$ cat src/sv/stoub_pkg.sv
// stoub_pkg: shared widths, character codes, status codes, result type and
// the digit decoding function for the string-to-unsigned converter.
// No dependencies; compiled first.
package stoub_pkg;

  localparam int CH_W   = 8;
  localparam int VAL_W  = 64;
  localparam int POS_W  = 16;
  localparam int BASE_W = 6;
  localparam int DIG_W  = 6;
  localparam int STAT_W = 2;

  localparam logic [POS_W-1:0]  MAX_OFFSET = 16'hFFFF;
  localparam logic [BASE_W-1:0] TOP_BASE   = 6'd36;
  localparam logic [DIG_W-1:0]  DIGIT_NONE = 6'd63;

  localparam logic [STAT_W-1:0] ST_OK       = 2'd0;
  localparam logic [STAT_W-1:0] ST_OVF      = 2'd1;
  localparam logic [STAT_W-1:0] ST_BAD_BASE = 2'd2;

  localparam logic [CH_W-1:0] CH_NUL   = 8'h00;
  localparam logic [CH_W-1:0] CH_SPACE = 8'h20;
  localparam logic [CH_W-1:0] CH_TAB   = 8'h09;
  localparam logic [CH_W-1:0] CH_CR    = 8'h0D;
  localparam logic [CH_W-1:0] CH_PLUS  = 8'h2B;
  localparam logic [CH_W-1:0] CH_MINUS = 8'h2D;
  localparam logic [CH_W-1:0] CH_ZERO  = 8'h30;
  localparam logic [CH_W-1:0] CH_SEVEN = 8'h37;
  localparam logic [CH_W-1:0] CH_NINE  = 8'h39;
  localparam logic [CH_W-1:0] CH_UA    = 8'h41;
  localparam logic [CH_W-1:0] CH_UX    = 8'h58;
  localparam logic [CH_W-1:0] CH_UZ    = 8'h5A;
  localparam logic [CH_W-1:0] CH_LA    = 8'h61;
  localparam logic [CH_W-1:0] CH_LX    = 8'h78;
  localparam logic [CH_W-1:0] CH_LZ    = 8'h7A;

  typedef struct packed {
    logic [VAL_W-1:0]  value;
    logic [POS_W-1:0]  end_offset;
    logic              converted;
    logic [STAT_W-1:0] status;
  } stoub_res_t;

  // digit value of a character, DIGIT_NONE when it is no digit in any base
  function automatic logic [DIG_W-1:0] digit_of(input logic [CH_W-1:0] c);
    logic [DIG_W-1:0] d;
    d = DIGIT_NONE;
    if (c >= CH_ZERO && c <= CH_NINE) begin
      d = DIG_W'(c - CH_ZERO);
    end else if (c >= CH_LA && c <= CH_LZ) begin
      d = DIG_W'(c - CH_LA + 8'd10);
    end else if (c >= CH_UA && c <= CH_UZ) begin
      d = DIG_W'(c - CH_UA + 8'd10);
    end
    return d;
  endfunction

  function automatic logic is_blank(input logic [CH_W-1:0] c);
    return (c == CH_SPACE) || (c >= CH_TAB && c <= CH_CR);
  endfunction

endpackage

$ cat src/sv/stoub_in_if.sv
// stoub_in_if: character channel into the converter (valid/ready/ch).
// Depends on stoub_pkg.
interface stoub_in_if;
  logic                        valid;
  logic                        ready;
  logic [stoub_pkg::CH_W-1:0]  ch;

  modport source (output valid, output ch, input ready);
  modport sink   (input valid, input ch, output ready);
endinterface

$ cat src/sv/stoub_out_if.sv
// stoub_out_if: result channel out of the converter.
// Depends on stoub_pkg.
interface stoub_out_if;
  logic                          valid;
  logic                          ready;
  logic [stoub_pkg::VAL_W-1:0]   value;
  logic [stoub_pkg::POS_W-1:0]   end_offset;
  logic                          converted;
  logic [stoub_pkg::STAT_W-1:0]  status;

  modport source (output valid, output value, output end_offset, output converted,
                  output status, input ready);
  modport sink   (input valid, input value, input end_offset, input converted,
                  input status, output ready);
endinterface

$ cat src/sv/stoub_core.sv
// stoub_core: per-string parse state and the one-character step logic
// (sign, prefix, multiply-accumulate with overflow check, result build).
// Depends on stoub_pkg.
module stoub_core (
  input  logic                           clk,
  input  logic                           rst_n,
  input  logic                           step_en,
  input  logic [stoub_pkg::CH_W-1:0]     ch,
  input  logic [stoub_pkg::BASE_W-1:0]   cfg_base,
  output logic                           emit,
  output stoub_pkg::stoub_res_t          res
);

  localparam logic [2:0] PH_WS     = 3'd0;
  localparam logic [2:0] PH_SIGNED = 3'd1;
  localparam logic [2:0] PH_ZERO   = 3'd2;
  localparam logic [2:0] PH_ZEROX  = 3'd3;
  localparam logic [2:0] PH_DIGITS = 3'd4;
  localparam logic [2:0] PH_WAIT   = 3'd5;

  localparam int PROD_W = stoub_pkg::VAL_W + stoub_pkg::BASE_W;

  logic [2:0]                      phase_r, phase_nxt;
  logic [stoub_pkg::VAL_W-1:0]     acc_r, acc_nxt;
  logic                            minus_r, minus_nxt;
  logic [stoub_pkg::BASE_W-1:0]    wbase_r, wbase_nxt;
  logic [stoub_pkg::POS_W-1:0]     char_pos_r, char_pos_nxt;
  logic [stoub_pkg::POS_W-1:0]     sign_pos_r, sign_pos_nxt;
  logic [stoub_pkg::POS_W-1:0]     stop_pos_r, stop_pos_nxt;
  logic                            ovf_r, ovf_nxt;
  logic                            digits_r, digits_nxt;
  logic                            bad_r, bad_nxt;

  logic [stoub_pkg::BASE_W-1:0]    sig_base;
  logic [stoub_pkg::BASE_W-1:0]    dbase_raw;
  logic [stoub_pkg::BASE_W-1:0]    dbase;
  logic [stoub_pkg::DIG_W-1:0]     dig;
  logic [PROD_W-1:0]               prod;
  logic [PROD_W:0]                 sum;
  logic                            ovf_hit;
  logic                            is_nul;
  logic                            is_x;
  logic                            is_oct;
  logic                            cfg_bad;
  logic                            do_signed;
  logic                            do_digit;

  assign is_nul  = (ch == stoub_pkg::CH_NUL);
  assign is_x    = (ch == stoub_pkg::CH_LX) || (ch == stoub_pkg::CH_UX);
  assign is_oct  = (ch >= stoub_pkg::CH_ZERO) && (ch <= stoub_pkg::CH_SEVEN);
  assign cfg_bad = (cfg_base == 6'd1) || (cfg_base > stoub_pkg::TOP_BASE);
  assign dig     = stoub_pkg::digit_of(ch);

  // working base seen by the sign/first-digit path
  assign sig_base = (phase_r == PH_WS) ? cfg_base : wbase_r;

  // base used by the digit path, decided straight from the phase
  always_comb begin
    unique case (phase_r)
      PH_WS, PH_SIGNED: dbase_raw = (sig_base == '0) ? 6'd10 : sig_base;
      PH_ZERO:          dbase_raw = (wbase_r == '0) ? (is_oct ? 6'd8 : 6'd10) : wbase_r;
      PH_ZEROX:         dbase_raw = 6'd16;
      default:          dbase_raw = wbase_r;
    endcase
  end

  assign dbase = (dbase_raw < 6'd2) ? 6'd2 : dbase_raw;
  assign prod  = acc_r * dbase;
  assign sum   = {1'b0, prod} + (PROD_W + 1)'(dig);
  assign ovf_hit = |sum[PROD_W:stoub_pkg::VAL_W];

  always_comb begin
    phase_nxt    = phase_r;
    acc_nxt      = acc_r;
    minus_nxt    = minus_r;
    wbase_nxt    = wbase_r;
    sign_pos_nxt = sign_pos_r;
    stop_pos_nxt = stop_pos_r;
    ovf_nxt      = ovf_r;
    digits_nxt   = digits_r;
    bad_nxt      = bad_r;
    emit         = 1'b0;
    do_signed    = 1'b0;
    do_digit     = 1'b0;
    char_pos_nxt = (char_pos_r >= stoub_pkg::MAX_OFFSET) ? stoub_pkg::MAX_OFFSET
                                                         : char_pos_r + 1'b1;

    unique case (phase_r)
      PH_WS: begin
        if (!stoub_pkg::is_blank(ch)) begin
          sign_pos_nxt = char_pos_r;
          if (cfg_bad) begin
            bad_nxt = 1'b1;
            if (is_nul) begin
              emit = 1'b1;
            end else begin
              phase_nxt = PH_WAIT;
            end
          end else begin
            wbase_nxt = cfg_base;
            if (ch == stoub_pkg::CH_PLUS || ch == stoub_pkg::CH_MINUS) begin
              minus_nxt = (ch == stoub_pkg::CH_MINUS);
              phase_nxt = PH_SIGNED;
            end else begin
              do_signed = 1'b1;
            end
          end
        end
      end
      PH_SIGNED: do_signed = 1'b1;
      PH_ZERO: begin
        if (is_x) begin
          stop_pos_nxt = char_pos_r;
          phase_nxt    = PH_ZEROX;
        end else begin
          wbase_nxt  = dbase_raw;
          acc_nxt    = '0;
          digits_nxt = 1'b1;
          do_digit   = 1'b1;
        end
      end
      PH_ZEROX: begin
        if (dig < 6'd16) begin
          wbase_nxt = 6'd16;
          do_digit  = 1'b1;
        end else begin
          // lone 0x: only the zero counts
          acc_nxt    = '0;
          digits_nxt = 1'b1;
          if (is_nul) begin
            emit = 1'b1;
          end else begin
            phase_nxt = PH_WAIT;
          end
        end
      end
      PH_DIGITS: do_digit = 1'b1;
      default: begin
        if (is_nul) begin
          emit = 1'b1;
        end
      end
    endcase

    if (do_signed) begin
      if (is_nul) begin
        emit = 1'b1;
      end else if (ch == stoub_pkg::CH_ZERO && (sig_base == '0 || sig_base == 6'd16)) begin
        phase_nxt = PH_ZERO;
      end else begin
        wbase_nxt = dbase_raw;
        do_digit  = 1'b1;
      end
    end

    if (do_digit) begin
      phase_nxt = PH_DIGITS;
      if (is_nul) begin
        stop_pos_nxt = char_pos_r;
        emit         = 1'b1;
      end else if (dig >= dbase) begin
        stop_pos_nxt = char_pos_r;
        phase_nxt    = PH_WAIT;
      end else if (ovf_hit) begin
        stop_pos_nxt = char_pos_r;
        ovf_nxt      = 1'b1;
        phase_nxt    = PH_WAIT;
      end else begin
        acc_nxt    = sum[stoub_pkg::VAL_W-1:0];
        digits_nxt = 1'b1;
      end
    end

    // the accumulator is still zero on every emit path that forces it to zero
    if (bad_nxt) begin
      res.value      = '0;
      res.end_offset = '0;
      res.converted  = 1'b0;
      res.status     = stoub_pkg::ST_BAD_BASE;
    end else if (ovf_nxt) begin
      res.value      = '1;
      res.end_offset = stop_pos_nxt;
      res.converted  = 1'b1;
      res.status     = stoub_pkg::ST_OVF;
    end else begin
      res.value      = minus_r ? (~acc_r + 1'b1) : acc_r;
      res.end_offset = digits_nxt ? stop_pos_nxt : sign_pos_nxt;
      res.converted  = digits_nxt;
      res.status     = stoub_pkg::ST_OK;
    end

    if (emit) begin
      phase_nxt    = PH_WS;
      acc_nxt      = '0;
      minus_nxt    = 1'b0;
      wbase_nxt    = '0;
      char_pos_nxt = '0;
      sign_pos_nxt = '0;
      stop_pos_nxt = '0;
      ovf_nxt      = 1'b0;
      digits_nxt   = 1'b0;
      bad_nxt      = 1'b0;
    end
  end

  always_ff @(posedge clk) begin
    if (!rst_n) begin
      phase_r    <= PH_WS;
      acc_r      <= '0;
      minus_r    <= 1'b0;
      wbase_r    <= '0;
      char_pos_r <= '0;
      sign_pos_r <= '0;
      stop_pos_r <= '0;
      ovf_r      <= 1'b0;
      digits_r   <= 1'b0;
      bad_r      <= 1'b0;
    end else if (step_en) begin
      phase_r    <= phase_nxt;
      acc_r      <= acc_nxt;
      minus_r    <= minus_nxt;
      wbase_r    <= wbase_nxt;
      char_pos_r <= char_pos_nxt;
      sign_pos_r <= sign_pos_nxt;
      stop_pos_r <= stop_pos_nxt;
      ovf_r      <= ovf_nxt;
      digits_r   <= digits_nxt;
      bad_r      <= bad_nxt;
    end
  end

endmodule

$ cat src/sv/string_to_unsigned_any_base_unit.sv
// string_to_unsigned_any_base_unit: top level with the input register, the
// result register and the base register around stoub_core.
// Depends on stoub_pkg, stoub_in_if, stoub_out_if, stoub_core.
//
// Usage:
//   in_chan carries one character per transfer; a zero byte ends a string and
//   produces exactly one result on out_chan (value, end_offset, converted,
//   status). Characters other than the terminator produce nothing.
//   cfg_we/cfg_wdata write the 6-bit number base; write it only while the
//   block is idle. The base is sampled by the first non-whitespace character
//   (or the terminator) of each string.
//   Throughput: one character per cycle unless out_chan stalls, set by the
//   combinational 64x6 multiply-accumulate with overflow check in stoub_core.
//   Path: a terminator is taken into the input register, stepped through
//   stoub_core and its result is then held in the result register.
//   Stall: while a result waits on out_chan, one more character is taken into
//   the input register; in_chan.ready then drops until the result transfers.
//   Reset (rst_n low, synchronous): both registers empty, parse state back to
//   whitespace skipping, number base 0 (detect from prefix).
module string_to_unsigned_any_base_unit (
  input  logic                          clk,
  input  logic                          rst_n,
  stoub_in_if.sink                      in_chan,
  stoub_out_if.source                   out_chan,
  input  logic                          cfg_we,
  input  logic [stoub_pkg::BASE_W-1:0]  cfg_wdata
);

  logic [stoub_pkg::BASE_W-1:0] base_r;
  logic                         in_valid_r, in_valid_nxt;
  logic [stoub_pkg::CH_W-1:0]   in_ch_r;
  logic                         out_valid_r, out_valid_nxt;
  stoub_pkg::stoub_res_t        out_res_r;
  stoub_pkg::stoub_res_t        step_res;
  logic                         step_emit;
  logic                         in_xfer;
  logic                         out_free;
  logic                         advance;

  assign out_free       = !out_valid_r || out_chan.ready;
  assign advance        = in_valid_r && out_free;
  assign in_chan.ready  = !in_valid_r || advance;
  assign in_xfer        = in_chan.valid && in_chan.ready;

  stoub_core u_core (
    .clk      (clk),
    .rst_n    (rst_n),
    .step_en  (advance),
    .ch       (in_ch_r),
    .cfg_base (base_r),
    .emit     (step_emit),
    .res      (step_res)
  );

  always_comb begin
    in_valid_nxt = in_valid_r;
    if (in_xfer) begin
      in_valid_nxt = 1'b1;
    end else if (advance) begin
      in_valid_nxt = 1'b0;
    end

    out_valid_nxt = out_valid_r;
    if (advance && step_emit) begin
      out_valid_nxt = 1'b1;
    end else if (out_chan.ready) begin
      out_valid_nxt = 1'b0;
    end
  end

  always_ff @(posedge clk) begin
    if (!rst_n) begin
      base_r      <= '0;
      in_valid_r  <= 1'b0;
      out_valid_r <= 1'b0;
    end else begin
      in_valid_r  <= in_valid_nxt;
      out_valid_r <= out_valid_nxt;
      if (cfg_we) begin
        base_r <= cfg_wdata;
      end
    end
  end

  always_ff @(posedge clk) begin
    if (in_xfer) begin
      in_ch_r <= in_chan.ch;
    end
    if (advance && step_emit) begin
      out_res_r <= step_res;
    end
  end

  assign out_chan.valid      = out_valid_r;
  assign out_chan.value      = out_res_r.value;
  assign out_chan.end_offset = out_res_r.end_offset;
  assign out_chan.converted  = out_res_r.converted;
  assign out_chan.status     = out_res_r.status;

  a_reset_empty: assert property (@(posedge clk) !rst_n |=> !out_valid_r)
    else $error("result register not empty after reset");

  a_ovf_result: assert property (@(posedge clk) disable iff (!rst_n)
    out_valid_r && out_res_r.status == stoub_pkg::ST_OVF
      |-> out_res_r.value == '1 && out_res_r.converted)
    else $error("overflow result without all-ones value");

  a_bad_base_result: assert property (@(posedge clk) disable iff (!rst_n)
    out_valid_r && out_res_r.status == stoub_pkg::ST_BAD_BASE
      |-> out_res_r.value == '0 && out_res_r.end_offset == '0 && !out_res_r.converted)
    else $error("bad base result not cleared");

  a_empty_conv_zero: assert property (@(posedge clk) disable iff (!rst_n)
    out_valid_r && out_res_r.status == stoub_pkg::ST_OK && !out_res_r.converted
      |-> out_res_r.value == '0)
    else $error("nonzero value with no digit converted");

  a_stall_only_full: assert property (@(posedge clk) disable iff (!rst_n)
    in_valid_r && !advance |-> out_valid_r && !out_chan.ready)
    else $error("input stage stalled with room in result register");

endmodule
$ cat src/flat_wrapper.sv
// flat-port wrapper written by rule: the top's interface ports become plain ports
module string_to_unsigned_any_base_unit_flat 
  (clk, rst_n, cfg_we, cfg_wdata, in_chan_valid, in_chan_ch, in_chan_ready, out_chan_valid, out_chan_value, out_chan_end_offset, out_chan_converted, out_chan_status, out_chan_ready);
  stoub_in_if in_chan_i ();
  stoub_out_if out_chan_i ();
  input  logic clk;
  input  logic rst_n;
  input  logic cfg_we;
  input  logic [stoub_pkg::BASE_W-1:0] cfg_wdata;
  input wire logic [$bits(in_chan_i.valid)-1:0] in_chan_valid;
  input wire logic [$bits(in_chan_i.ch)-1:0] in_chan_ch;
  output wire logic [$bits(in_chan_i.ready)-1:0] in_chan_ready;
  output wire logic [$bits(out_chan_i.valid)-1:0] out_chan_valid;
  output wire logic [$bits(out_chan_i.value)-1:0] out_chan_value;
  output wire logic [$bits(out_chan_i.end_offset)-1:0] out_chan_end_offset;
  output wire logic [$bits(out_chan_i.converted)-1:0] out_chan_converted;
  output wire logic [$bits(out_chan_i.status)-1:0] out_chan_status;
  input wire logic [$bits(out_chan_i.ready)-1:0] out_chan_ready;
  assign in_chan_i.valid = in_chan_valid;
  assign in_chan_i.ch = in_chan_ch;
  assign in_chan_ready = in_chan_i.ready;
  assign out_chan_valid = out_chan_i.valid;
  assign out_chan_value = out_chan_i.value;
  assign out_chan_end_offset = out_chan_i.end_offset;
  assign out_chan_converted = out_chan_i.converted;
  assign out_chan_status = out_chan_i.status;
  assign out_chan_i.ready = out_chan_ready;
  string_to_unsigned_any_base_unit u_core (.clk(clk), .rst_n(rst_n), .in_chan(in_chan_i), .out_chan(out_chan_i), .cfg_we(cfg_we), .cfg_wdata(cfg_wdata));
endmodule
$ cat config.mk
export PLATFORM = sky130hd
export DESIGN_NAME = string_to_unsigned_any_base_unit_flat
export DESIGN_NICKNAME = d
export VERILOG_FILES = /design/src/sv/stoub_pkg.sv /design/src/sv/stoub_in_if.sv /design/src/sv/stoub_out_if.sv /design/src/sv/stoub_core.sv /design/src/sv/string_to_unsigned_any_base_unit.sv /design/src/flat_wrapper.sv
export SDC_FILE = /design/constraint.sdc
export NUM_CORES = 2
export LEC_CHECK = 0
export ABC_CLOCK_PERIOD_IN_PS = 7800
export BUFFER_PORTS_ARGS = -buffer_cell sky130_fd_sc_hd__buf_2
export CAP_MARGIN = 15
export CORE_UTILIZATION = 57
export DETAILED_ROUTE_END_ITERATION = 6
export GPL_ROUTABILITY_DRIVEN = 0
export GPL_TIMING_DRIVEN = 0
export PLACE_DENSITY = 0.78
export SLEW_MARGIN = 20
export SYNTH_ARGS = -nofsm -noshare
export SYNTH_HDL_FRONTEND = slang
export SYNTH_SLANG_ARGS = --single-unit
$ cat constraint.sdc
create_clock -name clk -period 7.8 [get_ports clk]
set_input_delay 1.17 -clock clk [delete_from_list [all_inputs] [get_ports clk]]
set_output_delay 1.17 -clock clk [all_outputs]
set_load 0.1 [all_outputs]
==> flow_metrics.tcl <==
set metrics [dict create \
    leakagePower_nw 13.36 \
    htreeDepth 1 \
    final_common_cell "and2_1" \
    cts_hold_buf 0 \
    wire_per_inst_um 23.74 \
    initial_core_util 0.5799 \
    synth_async_sr_flop_share 0 \
    cts_tree "built" \
    fin_nets 3220 \
    max_slew.worst_pin.slew_ps 1266 \
    path_max_fanout 9 \
    ant_nets 0 \
    period_needed_ps 8300 \
    setup_viol 162 \
    ios 104 \
    worst_path_largest_cell_delay_ps 580 \
    fin_setup_tns_ps -60710 \
    pwr-share-clk 0.395 \
    grt_pass1_wl_um 124300 \
    die_area_mm2 0.04360 \
    p_seq_frac 0.348 \
    status "finished with violations" \
    p_int_w 0.002401 \
    fin_ws_ps -500.1 \
    crit_slowest_cell "or4_4" \
    powerDensity_mw_per_mm2 125.4 \
    drc 19 \
    vias 22173 \
    dr.first_iter.drc_count 2533 \
    antenna_found_initial 3 \
    slew-limit-headroom 0.1560 \
    avgSynthCellArea_um2 9.388 \
    synth_nets 3035 \
    synth_area_mm2 0.02438 \
    switching_share 0.3302 \
    worst-path-buf-inv 8 \
    worstSkewPairLatency_ps 590 \
    violations "DRC, setup timing" \
    slew_viol_final 0 \
    final_min_period_over_clock_period 1.064 \
    critPathRequiredTime_ps 8320 \
    drive_gt1_frac 0.1737 \
    hpwl_um 56190 \
    dp_cells 3239 \
    final_cell_area_mm2 0.02857 \
    grt_pass1_vias 22257 \
    hold_violations 0 \
    hp-class "reg -> reg" \
    yosys_warnings 0 \
    final_cell_mix "and2_1, fa_1, a21oi_1, ha_1, nand2_1" \
    die_x_um 208.8 \
    finalClockSkew_ps 19.96 \
    place_ws_ps -2728 \
    grt_overflow 0 \
    crit_path_end_kind "flip-flop" \
    ys_ff_latch 224 \
    grt_usage 0.3612 \
    antenna_cells 0 \
    combPwrFrac 0.257 \
    crit_family "compound AO/OA/AOI/OAI gates" \
    io_buffers 102 \
    rows 75 \
    area_growth_pct 17.20 \
    path_clk_slew_ps 70 \
    fp.coreArea_mm2 0.04204 \
    p_sw_w 0.001184 \
    root_buffer "clkbuf_16" \
    ys_types 101 \
    first_pass_iters 7 \
    whs_ps 473.8 \
    startpoint_type "flip-flop" \
    place_area_mm2 0.02560 \
    syn_inst 2597 \
    fmaxAchievable_mhz 120.5 \
    drt-total-wl_um 79340 \
    vias_per_cell 6.635 \
    crit_type "reg -> reg" \
    die_y_um 208.8 \
    fin_cells 3342 \
    arrival_ps 8820 \
    irDropWorstVdd_uv 158.3 \
    rsz0062_at_grt "true" \
    grt_start_max_net_pins 64 \
    synthFlopType "dfxtp_1" \
    max-cap-violations 0 \
    clockBufferDepth 3 \
    synth-edff-count 91 \
    cts_sinks 224 \
    cts_buffers 27 \
    seq_area_frac_synth 0.2213 \
]
worst paths after layout:
check                             to  cells past startpoint  slack (ps)                      from
max          u_core.u_core.acc_r[39]                     32        -500  u_core.u_core.wbase_r[2]
min              u_core.u_core.bad_r                      2         470       u_core.u_core.bad_r
max reg2reg  u_core.u_core.acc_r[39]                     32        -500  u_core.u_core.wbase_r[2]
min reg2reg      u_core.u_core.bad_r                      2         470       u_core.u_core.bad_r
worst reg2reg max path, delay by kind of cell (launching register included):
kind,cells,cell delay [ps]
adder cells (fa/ha/maj),5,2070
flip-flops,1,340
buffers and inverters,8,1310
AND/OR/NAND/NOR,7,1680
AO/OA/AOI/OAI,11,2610
XOR/XNOR,1,230
synth_stat cells (all sizes together) (5+ instances only):
cell type  count  area (µm²)
or3           16       100.1
nand3         29       145.1
buf           52       336.6
o211ai        11       82.58
clkbuf       155       583.1
xnor2         36       315.3
nor4          15       112.6
nor2b         70       437.9
a21o          27       202.7
edfxtp        91        2733
a21oi        207        1051
and3          11       68.82
o221a          7       78.83
o21ai        114       570.5
and2         323        2022
o22ai          7       50.05
a22oi         25       187.7
nor3          29       150.1
nand2        136       510.5
inv           81       304.0
a211o          5       43.79
o21bai        11       82.58
fa           252        5045
nor2         126       483.0
a22o          81       709.4
nand4         42       269.0
nand2b        17       113.9
mux2i         23       230.2
ha           167        2090
o41ai          6       52.55
o31ai         28       220.2
a31oi         18       112.6
or4           13       101.4
dfxtp        133        2663
o21a          15       112.6
or2            9       58.81
a211oi        44       450.4
xor2          93       814.5
timing repair:
item | in CTS | in global routing
gates cloned | 9 | 4
setup endpoints to repair | 164 | 164
gates resized for setup | 288 | 59
setup buffers | 60 | 5
pin swaps | 66 | 18
layout make-up:
class / instances / area, µm²
well taps: 539 / 674.4
clock inverters: 19 / 276.5
clock buffers: 31 / 690.7
plain buffers: 183 / 1220
fillers: 3054 / 13470
multi-input cells: 2083 / 18610
repair buffers: 180 / 1379
flip-flops and latches: 224 / 5413
inverters: 83 / 314.1
cell families (layout without fill, tap and decap cells):
family	Yosys count	in the layout	share of synthesized area
buffers and inverters	290	496	0.05050
flip-flops	224	224	0.2213
multiplexers	24	24	0.009904
AO/OA/AOI/OAI	660	660	0.1855
AND/OR/NAND/NOR	851	851	0.1939
adder cells (fa/ha/maj)	419	419	0.2926
XOR/XNOR	129	129	0.04634
power by group through the flow:
stage	registers [W]	clock network [W]	logic [W]
final	0.00125	0.00142	0.000922
after global routing	0.00125	0.00145	0.000959
after CTS	0.00125	0.00142	0.000828
after detailed placement	0.00127	0	0.000712
after global placement	0.00127	0	0.000699
after floorplan	0.00127	0	0.000466
per-stage QoR:
step / utilization / total power, W
after floorplan: - / 0.001733
after global placement: 0.6081 / 0.001969
after detailed placement: 0.6088 / 0.001983
after CTS: 0.6721 / 0.003492
after global routing: 0.6797 / 0.003660
final: 0.6797 / 0.003584
registers in the layout, indices dropped and copies added (netlist names), 2 cells and up:
| signal | count |
|---|---|
| u_core.base_r | 6 |
| u_core.u_core.phase_r | 3 |
| u_core.u_core.sign_pos_r | 16 |
| u_core.u_core.char_pos_r | 16 |
| u_core.out_chan.status | 2 |
| u_core.u_core.acc_r | 64 |
| u_core.u_core.wbase_r | 6 |
| u_core.out_chan.end_offset | 16 |
| u_core.out_chan.value | 64 |
| u_core.u_core.stop_pos_r | 16 |
| u_core.in_ch_r | 8 |
routing by layer:
metal | share of wire | GRT usage
met1 | 0.37 | 0.4563
met2 | 0.45 | 0.5701
met3 | 0.11 | 0.09017
met4 | 0.060 | 0.1950
met5 | 0.00016 | 0
Note: power is estimated with default switching activity, not from simulation.
